**src/design/replicated_log_store_unit_defines.svh**
```systemverilog
// Assertion macros for the replicated log store unit.
// The asserting module must provide clk and arst_n.
`ifndef REPLICATED_LOG_STORE_UNIT_DEFINES_SVH
`define REPLICATED_LOG_STORE_UNIT_DEFINES_SVH

// Assert a property that holds at every clock edge outside reset.
`define RLS_ASSERT(lbl, prop, msg) \
	lbl: assert property (@(posedge clk) disable iff (!arst_n) (prop)) else $error(msg);

// Assert that the consequent holds in the cycle after the antecedent.
`define RLS_ASSERT_NEXT(lbl, ante, cons, msg) \
	lbl: assert property (@(posedge clk) disable iff (!arst_n) (ante) |=> (cons)) else $error(msg);

`endif

```
**src/design/rls_pkg.sv**
```systemverilog
// ----------------------------------------------------------------------------
// rls_pkg
// Types and constants shared by the replicated log store unit.
// ----------------------------------------------------------------------------
`timescale 1ns / 1ps

package rls_pkg;

	localparam int IDX_W  = 11;
	localparam int TERM_W = 31;
	localparam int CMD_W  = 8;
	localparam int WORD_W = 64;
	localparam int IN_W   = 224;
	localparam int OUT_W  = 216;

	typedef enum logic [1:0] {
		REQ_APPEND = 2'd0,
		REQ_BATCH  = 2'd1,
		REQ_HEART  = 2'd2,
		REQ_READ   = 2'd3
	} req_kind_t;

	typedef struct packed {
		req_kind_t           req_type;
		logic                first_of_batch;
		logic [IDX_W-1:0]    prev_index;
		logic [TERM_W-1:0]   prev_term;
		logic [IDX_W-1:0]    read_index;
		logic [TERM_W-1:0]   entry_term;
		logic [CMD_W-1:0]    entry_command;
		logic [WORD_W-1:0]   entry_key;
		logic [WORD_W-1:0]   entry_value;
	} req_t;

	typedef struct packed {
		logic                accepted;
		logic                log_full;
		logic [IDX_W-1:0]    last_index;
		logic [TERM_W-1:0]   last_term;
		logic [TERM_W-1:0]   read_term;
		logic [CMD_W-1:0]    read_command;
		logic [WORD_W-1:0]   read_key;
		logic [WORD_W-1:0]   read_value;
	} res_t;

	typedef enum logic [2:0] {
		ST_IDLE,
		ST_DEC,
		ST_HB,
		ST_CHK,
		ST_BAT,
		ST_CMP,
		ST_RD
	} state_t;

endpackage

```
**src/design/rls_front.sv**
```systemverilog
// ----------------------------------------------------------------------------
// rls_front
// Input side: takes stream items, unpacks them and queues two requests.
// ----------------------------------------------------------------------------
`timescale 1ns / 1ps

module rls_front (
	input  logic                      clk,
	input  logic                      arst_n,
	input  logic                      s_tvalid,
	output logic                      s_tready,
	input  logic [rls_pkg::IN_W-1:0]  s_tdata,
	input  logic [1:0]                s_tuser,
	output logic                      q_valid,
	input  logic                      q_ready,
	output rls_pkg::req_t             q_req
);

	rls_pkg::req_t slot_q [2];
	logic          wptr_q;
	logic          rptr_q;
	logic [1:0]    fill_q;
	rls_pkg::req_t in_req;
	logic          push;
	logic          pop;

	always_comb begin
		in_req.req_type       = rls_pkg::req_kind_t'(s_tuser);
		in_req.first_of_batch = s_tdata[0];
		in_req.prev_index     = s_tdata[11:1];
		in_req.prev_term      = s_tdata[42:12];
		in_req.read_index     = s_tdata[53:43];
		in_req.entry_term     = s_tdata[84:54];
		in_req.entry_command  = s_tdata[92:85];
		in_req.entry_key      = s_tdata[156:93];
		in_req.entry_value    = s_tdata[220:157];
	end

	assign s_tready = (fill_q != 2'd2);
	assign q_valid  = (fill_q != 2'd0);
	assign q_req    = slot_q[rptr_q];
	assign push     = s_tvalid && s_tready;
	assign pop      = q_valid && q_ready;

	always_ff @(posedge clk) begin
		if (push) begin
			slot_q[wptr_q] <= in_req;
		end
	end

	always_ff @(posedge clk or negedge arst_n) begin
		if (!arst_n) begin
			wptr_q <= 1'b0;
			rptr_q <= 1'b0;
			fill_q <= 2'd0;
		end else begin
			if (push) begin
				wptr_q <= ~wptr_q;
			end
			if (pop) begin
				rptr_q <= ~rptr_q;
			end
			fill_q <= fill_q + {1'b0, push} - {1'b0, pop};
		end
	end

endmodule

```
**config.mk**
```make
export PLATFORM = sky130hd
export DESIGN_NAME = rls_front
export DESIGN_NICKNAME = d
export VERILOG_FILES = /design/src/design/replicated_log_store_unit_defines.svh /design/src/design/rls_pkg.sv /design/src/design/rls_front.sv
export SDC_FILE = /design/constraint.sdc
export NUM_CORES = 1
export LEC_CHECK = 0
export ABC_CLOCK_PERIOD_IN_PS = 14200
export BUFFER_PORTS_ARGS = -buffer_cell sky130_fd_sc_hd__buf_2
export CAP_MARGIN = 30
export CORE_UTILIZATION = 40
export DETAILED_ROUTE_END_ITERATION = 6
export GPL_TIMING_DRIVEN = 0
export MAX_ROUTING_LAYER = met4
export SLEW_MARGIN = 10
export SYNTH_ARGS = -nofsm -noshare
export SYNTH_HDL_FRONTEND = slang
export SYNTH_SLANG_ARGS = --single-unit
```
**constraint.sdc**
```tcl
create_clock -name clk -period 14.2 [get_ports clk]
set_input_delay 1.42 -clock clk [delete_from_list [all_inputs] [get_ports clk]]
set_output_delay 1.42 -clock clk [all_outputs]
set_load 0.02 [all_outputs]
```
==> metrics.md, run 1 <==
| Metric | Value |
|---|---|
| Status | finished clean |
| Clock transition at path regs | about 0.06 ns |
| Routed vias | between 8000 and 9000 |
| Critical-path cell list | buf_6, buf_6, buf_6, mux2_4, buf_2 |
| Area of the multi-input gates | between 0.003 and 0.004 mm^2 |
| Crit path max fanout | 10 |
| Final Net Count | around 1500 |
| Cell taking the most area after synthesis | edfxtp_1 |
| Clock Tree Root | clkbuf_16 |
| Fill cell count | around 3400 |
| Die ar. | ~0.043 mm^2 |
| Chip Height | around 210 um |
| Routed Antenna Nets | 0 |
| Max Freq | just under 300 MHz |
| Hold Violations, Final | 0 |
| Design area | 0.02166 mm^2 |
| Cell Rows | 75 |
| FF/Latch Area | about 0.013 mm^2 |
| Reg2reg start | fill_q[1]$_DFF_PN0_ |
| Worst hold stages | 1 |
| Max Transition Viols Final | 0 |
| Synth top cells by count | edfxtp_1 (446), mux2_4 (160), mux2_2 (63) |
| CTS Buf Count | between 40 and 50 |
| Final Skew | roughly 0.023 ns |
| Critical R2R Capture | slot_q[1][204]$_DFFE_PP_ |
| Worst path top cell family by delay | buffers and inverters |
| DRC violations left | 0 |
| Clk_lat worst skew | ~0.57 ns |
| NetSw | 1.546 mW |
| Critical path arrival | roughly 2.0 ns |
| Synthesized area per cell | roughly 24 um^2 |
| Max Cap Violations | 0 |
| Sinks on the clock net | 450 |
| CTS tree | built |
| Initial DRT Pass Iterations | 4 |
| RSZ-0062 raised after global routing | no |
| Int Power | 3.207 mW |
| Critical Path RT | 12.78 ns |
| Clock share of power | a little under a quarter |
| Post-synthesis instance area | 0.01695 mm^2 |
| Initial Utilization | 40.49% |
| Post-CTS Setup Repair Bufs | 0 |
| Synthesis-stage register bit count | 450 |
| Total chip power | 4.753 mW |
| DR vias/cell | 4.671 |
| Most common cell in the netlist | edfxtp_1 |
| Post-CTS Resized | 0 |
| Io pins | ~460 |
| Post-DP HPWL | ~25000 um |
| Kind of critical path | reg -> out |
| Worst-Margin Slew | between 0.6 and 0.7 ns |
| Post-Syn Nets | roughly 940 |
| Reg2reg path depth | 5 |
| Slowest-stage cell, CP | dfrtp_1 |
| Synth Warn # | 0 |
| Die Width | 207.8 um |
| GPL Wtd Cong | around 0.74 |
| TNS Setup | 0 ns |
| EDFF count, synth | 446 |
| IO buf count | approximately 450 |
| Reg power frac | between 30% and 40% |
| Seq/Total Area, Yosys | approximately four fifths |
| Comb power frac | roughly 37% |
| Post-Syn Instances | approximately 710 |
| Yosys top cell area share | between 70% and 80% |
| Slew headroom | a little under three fifths |
| Layout cell share with drive strength beyond 1 | 61.40% |
| Initial antenna violation count | 10 |
| WL final | ~36000 um |
| Library cells used by synthesis | 16 |
| Slowest stage delay, CP | between 0.3 and 0.4 ns |
| H-tree Lvls | 2 |
| Pin count of the biggest net entering global routing | 53 |
| Capture point of the critical path | q_req[144] |
| Core area | 0.04185 mm^2 |
| Placed cells | ~1700 |
| Final std cells w/o fill | around 1800 |
| WL per Instance | between 15 and 20 um |
| Leak pwr | between 8 and 9 nW |
| Prevailing post-synth register cell | edfxtp_1 |
| Tot GR Track Use | between 10% and 20% |
| Largest cells by area after synthesis | edfxtp_1 (79%), mux2_4 (14%), mux2_2 (4.2%) |
| First-pass GRT wire length | ~53000 um |
| Fin crit period | between 3 and 4 ns |
| Period utilization | between 20% and 30% |
| Cell Area, Placed | approximately 0.020 mm^2 |
| Max clock buf depth | 3 |
| CP endpoint kind | primary output |
| Endpoints failing setup | 0 |
| Vias in the first global route | around 9000 |
| Hold WC Path Type | reg -> reg |
| Critical Path Start | rptr_q$_DFFE_PN0P_ |
| GR Overflow Total | 0 |
| Post-cts hold buffer count | 0 |
| Sw Share | between 30% and 40% |
| Synthesis-to-finish area growth | 27.80% |
| Max IR drop VDD | between 100 and 150 uV |
| Critical path depth in cells | 5 |
| PwrDens | around 220 mW/mm^2 |
| Ys async rst share | less than 1% |
| Type of origin of the critical path | flip-flop |
| Iteration-0 DRC Markers | 299 |
| Worst R2R Setup Slack | roughly 12 ns |
| Crit path top cell by count | buf_6 |
| Crit path buf inv count | 4 |
==> cells in the final DEF, fill, tap and decap left out <==
cell type / synthesis / final
buf_6: 19 / 19
dfrtp_1: 4 / 4
inv_1: 1 / 1
clkinv_4: 0 / 3
and2_1: 1 / 1
nor2_4: 0 / 1
xor2_1: 1 / 1
clkinv_2: 0 / 4
ha_1: 2 / 2
xnor2_1: 3 / 3
clkbuf_16: 0 / 47
mux2_2: 63 / 63
buf_2: 6 / 457
inv_6: 0 / 1
edfxtp_1: 446 / 446
mux2_4: 160 / 160
bufinv_16: 0 / 1
clkinv_1: 0 / 14
and3_4: 0 / 1
buf_12: 0 / 4
or2_2: 1 / 1
clkbuf_1: 0 / 12
nand2b_1: 1 / 1
nand2_1: 1 / 1
diode_2: 0 / 10
buf_16: 0 / 11
==> worst reg2reg max path, cell delays in order (launching register included) <==
cell      delay (ns)
dfrtp_1         0.40
nand2b_1        0.15
and3_4          0.61
buf_16          0.35
buf_16          0.28
buf_16          0.35
==> cell families (layout without fill, tap and decap cells) <==
kind of cell / after synthesis / count (layout) / synth area share, %
XOR/XNOR: 4 / 4 / 0.2068
adder cells (fa/ha/maj): 2 / 2 / 0.1477
buffers and inverters: 26 / 574 / 1.462
flip-flops: 450 / 450 / 79.63
multiplexers: 223 / 223 / 18.36
other: 0 / 10 / 0
AND/OR/NAND/NOR: 6 / 6 / 0.1920
==> sequential cells by signal, indices dropped and copies added, names as in the netlist <==
signal / cells
slot_q: 446
fill_q: 2
rptr_q: 1
wptr_q: 1
==> cell type report <==
cell class / instances / area share (%)
tap: 539 / 3.114
clock inverter: 23 / 0.6355
sequential: 450 / 62.31
multi-input combinational: 235 / 14.85
inverter: 1 / 0.01733
clock buffer: 59 / 5.639
buffer: 25 / 1.127
antenna: 10 / 0.1156
timing repair buffer: 466 / 12.19
==> stage by stage <==
stage               util (%)  worst slack (ns)  hold slack, ns
CTS                    51.68             10.67          0.5394
global placement       47.49            -3.527          0.4777
global route           51.74             10.65          0.5511
floorplan                  -             2.628          0.4608
finish                 51.74             10.78          0.5310
detailed placement     48.44             10.68          0.5266
==> how the worst min path moves through the flow <==
stage	start	end	slack, ns
2_1_floorplan	wptr_q$_DFFE_PN0N_	wptr_q$_DFFE_PN0N_	0.46
3_3_place_gp	wptr_q$_DFFE_PN0N_	wptr_q$_DFFE_PN0N_	0.48
3_5_place_dp	fill_q[0]$_DFF_PN0_	fill_q[0]$_DFF_PN0_	0.53
4_1_cts	fill_q[0]$_DFF_PN0_	fill_q[0]$_DFF_PN0_	0.54
5_1_grt	fill_q[0]$_DFF_PN0_	fill_q[0]$_DFF_PN0_	0.55
6_report	fill_q[0]$_DFF_PN0_	fill_q[0]$_DFF_PN0_	0.53
==> layer usage <==
layer  routed length, um  global-route usage, %  share of wire (%)  up-vias
met5                   0                      -                  0        -
met4                 963                  6.743                2.7        0
met3                2561                  5.356                7.2       56
met2               18470                  27.97                 52      303
met1               13630                  18.90                 38     4185
li1                    -                      -                  -     3901
==> power groups by stage <==
stage	sequential [mW]	clock, mW	combinational, mW
detailed placement	1.90	0	1.81
global route	1.90	1.19	1.87
finish	1.88	1.10	1.77
global placement	2.07	0	1.71
floorplan	1.99	0	1.20
CTS	1.88	1.14	1.81
No activity file was read; power rests on OpenSTA's default activity.
==> inputs of run 2 (changes only) <==
--- a/config.mk
+++ b/config.mk
@@ -5,7 +5,7 @@
 export SDC_FILE = /design/constraint.sdc
 export NUM_CORES = 1
 export LEC_CHECK = 0
-export ABC_CLOCK_PERIOD_IN_PS = 14200
+export ABC_CLOCK_PERIOD_IN_PS = 3400
 export BUFFER_PORTS_ARGS = -buffer_cell sky130_fd_sc_hd__buf_2
 export CAP_MARGIN = 30
 export CORE_UTILIZATION = 40
==> constraint.sdc (replaced) <==
create_clock -name clk -period 3.4 [get_ports clk]
set_input_delay 0.34 -clock clk [delete_from_list [all_inputs] [get_ports clk]]
set_output_delay 0.34 -clock clk [all_outputs]
set_load 0.02 [all_outputs]
==> run 2 against run 1 <==
  * Clock power rose to 4.4 times the previous value
  * First-iteration DRC count rose by 16%
  * Routed wire length rose by 2.8%
  * Largest power group unchanged
  * Count of clock-buffer cells in the layout fell by 1
  * Non-clock buffer count rose by 223
  * Core utilization rose by 5.5 points
  * Combinational power rose to 4.3 times the previous value
  * Sequential power rose to 4.2 times the previous value
  * Via count rose by 9.8%
  * Sequential share of layout area fell by 6.0 points
  * Final cell count rose by 12%
==> metrics.md, run 2 (synthesis gave the netlist of run 1 again) <==
| Metric | Value |
|---|---|
| Status | finished clean (unchanged) |
| FF/Latch Area | 0.01349 mm^2 (unchanged) |
| H-tree Lvls | 2 (unchanged) |
| Core area | 0.04185 mm^2 (unchanged) |
| Worst-Margin Slew | 0.7434 ns (was 0.6574 ns) |
| DRC violations left | 0 (unchanged) |
| Hold EP | wptr_q$_DFFE_PN0N_ (was fill_q[0]$_DFF_PN0_) |
| Layout cell share with drive strength beyond 1 | 52.66% (was 61.40%) |
| Period utilization | between 70% and 80% |
| Endpoints failing setup | 0 (unchanged) |
| Max Freq | about 400 MHz |
| Clock transition at path regs | 0.06 ns (about the same) |
| Worst hold stages | 3 (was 1) |
| Biggest register | slot_q (unchanged) |
| Type of origin of the critical path | flip-flop (unchanged) |
| Initial antenna violation count | 4 (was 10) |
| Synthesis-to-finish area growth | 41.36% (was 27.80%) |
| Cell Area, Placed | 0.02024 mm^2 (was 0.02027 mm^2) |
| WL per Instance | 18.07 um (was 19.70 um) |
| Final Skew | 0.01501 ns (was 0.02265 ns) |
| Hold_sp | s_tvalid (was fill_q[0]$_DFF_PN0_) |
| CTS tree | built (unchanged) |
| Post-CTS Setup Repair Bufs | 0 (unchanged) |
| WL final | 36600 um (was 35620 um) |
| Max IR drop VDD | 532.7 uV (was 128.4 uV) |
| DR vias/cell | 4.578 (was 4.671) |
| Commonest non-fill, non-tap cell in the layout | buf_2 (unchanged) |
| Max clock buf depth | 3 (unchanged) |
| Die Width | 207.8 um (unchanged) |
| Critical Path Start | fill_q[1]$_DFF_PN0_ (was rptr_q$_DFFE_PN0P_) |
| Setup WS post-layout | 0.9078 ns (was 10.78 ns) |
| Routed Antenna Nets | 0 (unchanged) |
| Commonest cells after routing, fill and taps aside | buf_2 (457), edfxtp_1 (446), dlygate4sd3_1 (224) (was buf_2 (457), edfxtp_1 (446), mux2_4 (160)) |
| First-pass GRT wire length | 55520 um (was 52950 um) |
| Io pins | 455 (unchanged) |
| Slew headroom | 50.44% (was 56.17%) |
| Initial DRT Pass Iterations | 4 (unchanged) |
| Post-CTS Resized | 0 (unchanged) |
| Cell Rows | 75 (unchanged) |
| Max Transition Viols Final | 0 (unchanged) |
| Sinks on the clock net | 450 (unchanged) |
| Critical R2R Capture | slot_q[0][146]$_DFFE_PP_ (was slot_q[1][204]$_DFFE_PP_) |
| Post-DP HPWL | 24400 um (was 25050 um) |
| CP endpoint kind | flip-flop (was primary output) |
| Final Net Count | 1681 (was 1458) |
| Hold Violations, Final | 0 (unchanged) |
| Hold slack | 0.09004 ns (was 0.5310 ns) |
| Kind of critical path | reg -> reg (was reg -> out) |
| Clock Tree Root | clkbuf_16 (unchanged) |
| Worst R2R Setup Slack | 0.91 ns (was 11.69 ns) |
| Clk_lat worst skew | 0.56 ns (was 0.57 ns) |
| TNS Setup | 0 ns (unchanged) |
| Hold WC Path Type | in -> reg (was reg -> reg) |
| GPL Wtd Cong | 0.7332 (was 0.7382) |
| Final std cells w/o fill | 2026 (was 1808) |
| Fin crit period | between 2 and 2.5 ns |
| IO buf count | 451 (unchanged) |
| Tot GR Track Use | 17.37% (was 16.87%) |
| Critical path arrival | 2.74 ns (was 2.00 ns) |
| Die ar. | 0.04319 mm^2 (unchanged) |
| RSZ-0062 raised after global routing | no (unchanged) |
| Largest regs | slot_q x446, fill_q x2 (unchanged) |
| Placed cells | 1715 (was 1716) |
| Post-place setup slack | 0.8592 ns (was 10.68 ns) |
| Vias in the first global route | 9986 (was 8980) |
| PwrDens | 847.0 mW/mm^2 (was 219.5 mW/mm^2) |
| Iteration-0 DRC Markers | 346 (was 299) |
| Initial Utilization | 40.49% (unchanged) |
| Max Cap Violations | 0 (unchanged) |
| Critical Path RT | 3.65 ns (was 12.78 ns) |
| Area of the multi-input gates | 0.003232 mm^2 (was 0.003217 mm^2) |
| CTS Buf Count | 47 (unchanged) |
| Fill cell count | 3236 (was 3435) |
| Pin count of the biggest net entering global routing | 56 (was 53) |
| Chip Height | 207.8 um (unchanged) |
| Crit path max fanout | 23 (was 10) |
| Design area | 0.02395 mm^2 (was 0.02166 mm^2) |
| Reg2reg path depth | 8 (was 5) |
| Leak pwr | 9.511 nW (was 8.533 nW) |
| Max reg flops | 446 (unchanged) |
| Routed vias | 9276 (was 8445) |
| Reg2reg start | fill_q[1]$_DFF_PN0_ (unchanged) |
| GR Overflow Total | 0 (unchanged) |
-- run 2: changes by cell type in the layout (fill, tap and decap cells not counted), sizes merged --
cell         change
dlygate4sd3    +224
clkinvlp         +1
clkbuf           -1
buf              -1
bufinv           +2
diode            -6
clkinv           -1
-- run 2: per-layer routing --
metal	routed length, um	up-vias	part of all wire (%)	track usage, %
li1	-	4340	-	-
met1	14390	4557	39	19.39
met2	18860	296	52	29.82
met3	2086	83	5.7	3.933
met4	1264	0	3.5	7.535
met5	0	-	0	-
-- run 2: worst max path at each step --
stage                               endpoint  slack, ns  cells past startpoint
detailed placement   slot_q[1][91]$_DFFE_PP_       0.86                      5
CTS                 slot_q[1][156]$_DFFE_PP_       0.85                      5
global placement    slot_q[0][159]$_DFFE_PP_      -2.93                      3
global route        slot_q[0][146]$_DFFE_PP_       0.75                      8
finish              slot_q[0][146]$_DFFE_PP_       0.91                      8
floorplan             slot_q[0][0]$_DFFE_PP_      -0.93                      3
-- run 2: what timing repair did --
| item | in CTS | in global routing |
|---|---|---|
| hold buffers | 224 | 0 |
| endpoints found under the hold margin | 450 | 0 |
| endpoints found under the setup margin | 0 | 0 |
-- run 2: final cells by class --
cell class	instances	area share [%]
flip-flops and latches	450	56.33
repair buffers	689	20.20
multi-input cells	235	13.49
clock buffers	58	5.260
well taps	539	2.816
plain buffers	25	1.019
clock inverters	25	0.8201
diodes	4	0.04179
inverters	1	0.01567
-- run 2: where the power goes --
part,switching [mW],internal (mW),total [mW]
registers,0.269,7.57,7.83
logic,4.22,3.37,7.59
clock network,2.02,2.85,4.87
-- run 2: critical path: stages, from the launching register on --
cell and delay (ns):
dfrtp_1 0.42, nand2b_4 0.11, nand2_4 0.07, nor2_4 0.54
buf_16 0.24, buf_16 0.19, buf_12 0.20, buf_16 0.19
buf_12 0.19
-- run 2: per-stage QoR --
step / utilization (%) / power [mW]
finish: 57.23 / 20.29
global route: 57.23 / 21.15
CTS: 57.21 / 20.57
detailed placement: 48.37 / 15.43
global placement: 47.55 / 15.32
floorplan: - / 13.08
==> inputs of run 3 (changes only) <==
--- a/config.mk
+++ b/config.mk
@@ -5,13 +5,14 @@
 export SDC_FILE = /design/constraint.sdc
 export NUM_CORES = 1
 export LEC_CHECK = 0
-export ABC_CLOCK_PERIOD_IN_PS = 3400
+export ABC_CLOCK_PERIOD_IN_PS = 2200
 export BUFFER_PORTS_ARGS = -buffer_cell sky130_fd_sc_hd__buf_2
 export CAP_MARGIN = 30
 export CORE_UTILIZATION = 40
 export DETAILED_ROUTE_END_ITERATION = 6
 export GPL_TIMING_DRIVEN = 0
 export MAX_ROUTING_LAYER = met4
+export PLACE_DENSITY = 0.66
 export SLEW_MARGIN = 10
 export SYNTH_ARGS = -nofsm -noshare
 export SYNTH_HDL_FRONTEND = slang
==> constraint.sdc (replaced) <==
create_clock -name clk -period 2.2 [get_ports clk]
set_input_delay 0.22 -clock clk [delete_from_list [all_inputs] [get_ports clk]]
set_output_delay 0.22 -clock clk [all_outputs]
set_load 0.02 [all_outputs]
==> run 3 against run 2 <==
  * Power grew 60%
  * Final area is 1.7% higher
  * Register-to-register slack worse by 0.62 ns
  * Clock power is 63% higher
  * Die area unchanged
  * Critical path depth fell by 3
  * Core utilization increased by 0.95 points
  * Worst hold slack gained 0.29 ns
  * Via count increased by 0.94%
  * Largest power group is now combinational cells
  * Highest routed layer unchanged
==> metrics.md, run 3 (synthesis gave the netlist of run 1 again) <==
| Metric | Value |
|---|---|
| Leak pwr | 9.675 nW (was 9.511 nW) |
| Clock transition at path regs | 0.06 ns (about the same) |
| CTS Buf Count | 47 (unchanged) |
| FF/Latch Area | 0.01349 mm^2 (unchanged) |
| Post-place setup slack | -0.09346 ns (was 0.8592 ns) |
| Final Skew | 0.01515 ns (was 0.01501 ns) |
| Initial DRT Pass Iterations | 4 (unchanged) |
| Initial Utilization | 40.49% (unchanged) |
| Critical Path RT | 1.98 ns (was 3.65 ns) |
| Crit path max fanout | 10 (was 23) |
| Max Freq | approximately 460 MHz |
| IO buf count | 451 (unchanged) |
| Period utilization | a little over nine tenths |
| Final std cells w/o fill | 2037 (was 2026) |
| Fin crit period | about 2.2 ns |
| PwrDens | 1331 mW/mm^2 (was 847.0 mW/mm^2) |
| Synthesis-to-finish area growth | 43.71% (was 41.36%) |
| RSZ-0062 raised after global routing | yes (was no) |
| NetSw | 10.31 mW (was 6.510 mW) |
| Reg2reg path depth | 5 (was 8) |
| Slew headroom | 80.77% (was 50.44%) |
| Reg power frac | 37.4% (was 38.6%) |
| WL final | 38110 um (was 36600 um) |
| Total chip power | 32.41 mW (was 20.29 mW) |
| Sinks on the clock net | 450 (unchanged) |
| Fill cell count | 3095 (was 3236) |
| CP endpoint kind | primary output (was flip-flop) |
| Initial antenna violation count | 1 (was 4) |
| H-tree Lvls | 2 (unchanged) |
| First-pass GRT wire length | 56840 um (was 55520 um) |
| Max Transition Viols Final | 0 (unchanged) |
| Clock Tree Root | clkbuf_16 (unchanged) |
| Post-DP HPWL | 24720 um (was 24400 um) |
| Placed cells | 1715 (unchanged) |
| DR vias/cell | 4.596 (was 4.578) |
| Kind of critical path | reg -> out (was reg -> reg) |
| Type of origin of the critical path | flip-flop (unchanged) |
| GPL Wtd Cong | 0.7514 (was 0.7332) |
| Max IR drop VDD | 930.0 uV (was 532.7 uV) |
| Cell Rows | 75 (unchanged) |
| Sw Share | 31.81% (was 32.09%) |
| DRC violations left | 0 (unchanged) |
| Max reg flops | 446 (unchanged) |
| WL per Instance | 18.71 um (was 18.07 um) |
| Largest regs | slot_q x446, fill_q x2 (unchanged) |
| Tot GR Track Use | 17.77% (was 17.37%) |
| Hold Violations, Final | 0 (unchanged) |
| Routed vias | 9363 (was 9276) |
| Die Width | 207.8 um (unchanged) |
| Commonest non-fill, non-tap cell in the layout | edfxtp_1 (was buf_2) |
| Vias in the first global route | 10010 (was 9986) |
| Final Net Count | 1691 (was 1681) |
| Int Power | 22.10 mW (was 13.78 mW) |
| Setup WS post-layout | 0.04833 ns (was 0.9078 ns) |
| Clock share of power | 24.4% (was 24.0%) |
| Max Cap Violations | 0 (unchanged) |
| Status | finished clean (unchanged) |
| Pin count of the biggest net entering global routing | 50 (was 56) |
| Biggest register | slot_q (unchanged) |
| Endpoints failing setup | 0 (unchanged) |
| Area of the multi-input gates | 0.003232 mm^2 (unchanged) |
| Die ar. | 0.04319 mm^2 (unchanged) |
| Worst-Margin Slew | 0.2885 ns (was 0.7434 ns) |
| Cell Area, Placed | 0.02023 mm^2 (was 0.02024 mm^2) |
| Layout cell share with drive strength beyond 1 | 52.97% (was 52.66%) |
| Max clock buf depth | 3 (unchanged) |
| Clk_lat worst skew | 0.56 ns (about the same) |
| Worst hold stages | 2 (was 3) |
| Commonest cells after routing, fill and taps aside | edfxtp_1 (446), buf_2 (440), dlygate4sd3_1 (227) (was buf_2 (457), edfxtp_1 (446), dlygate4sd3_1 (224)) |
| Iteration-0 DRC Markers | 391 (was 346) |
| Io pins | 455 (unchanged) |
| Core area | 0.04185 mm^2 (unchanged) |
| CTS tree | built (unchanged) |
| Critical path arrival | 1.93 ns (was 2.74 ns) |
| Hold WC Path Type | in -> reg (unchanged) |
| Routed Antenna Nets | 0 (unchanged) |
| Comb power frac | 38.1% (was 37.4%) |
| Chip Height | 207.8 um (unchanged) |
| GR Overflow Total | 0 (unchanged) |
| Design area | 0.02435 mm^2 (was 0.02395 mm^2) |
| TNS Setup | 0 ns (unchanged) |
## run 3: metrics by stage
stage                     utilization (%)  hold WS [ns]
after CTS                           57.67        0.3284
final                               58.18        0.3775
after global placement              47.55       0.03237
after global routing                58.18        0.3533
after detailed placement            48.33       0.03335
after floorplan                         -      -0.07559
## run 3: final cells by class
cell class	instances	share of cell area (%)
Antenna cell	1	0.01028
Buffer	25	1.588
Clock buffer	62	5.313
Clock inverter	25	1.105
Inverter	1	0.01541
Multi-Input combinational cell	235	13.27
Sequential cell	450	55.41
Tap cell	539	2.769
Timing Repair Buffer	699	20.52
## run 3: routing by layer
metal / GRT usage (%) / wire length, um / vias up / share of wire, %
met5: - / 0 / - / 0
met4: 7.842 / 1379 / 0 / 3.6
met3: 4.054 / 2213 / 89 / 5.8
met2: 29.90 / 19360 / 320 / 51
met1: 20.31 / 15160 / 4595 / 40
li1: - / - / 4359 / -
## run 3: final timing paths
kind | endpoint | startpoint | slack (ns)
min reg2reg | fill_q[0]$_DFF_PN0_ | fill_q[0]$_DFF_PN0_ | 0.52
max in group asynchronous | wptr_q$_DFFE_PN0N_ | arst_n | 1.44
max reg2reg | slot_q[1][183]$_DFFE_PP_ | fill_q[1]$_DFF_PN0_ | 0.29
max | q_req[144] | rptr_q$_DFFE_PN0P_ | 0.05
min | slot_q[0][60]$_DFFE_PP_ | s_tdata[217] | 0.38
min in group asynchronous | rptr_q$_DFFE_PN0P_ | arst_n | 0.58
## run 3: critical path, stage by stage (launching register included)
cell       delay, ns
dfrtp_1         0.39
buf_12          0.16
clkbuf_16       0.18
buf_12          0.16
mux2_4          0.31
buf_2           0.17
## run 3: timing repair
| action | CTS | global route |
|---|---|---|
| hold buffers | 227 | 0 |
| resized for setup | 14 | 44 |
| hold endpoints to repair | 452 | 0 |
| setup buffers | 2 | 4 |
| setup endpoints to repair | 143 | 223 |
| gates cloned | 0 | 1 |
| pin swaps | 1 | 1 |
## run 3: power by group through the flow
stage	Combinational [mW]	Clock [mW]	Sequential, mW
after floorplan	7.79	0	12.4
after global placement	10.2	0	12.0
after detailed placement	11.6	0	12.3
after CTS	12.1	8.16	12.1
after global routing	13.0	8.46	12.3
final	12.4	7.92	12.1
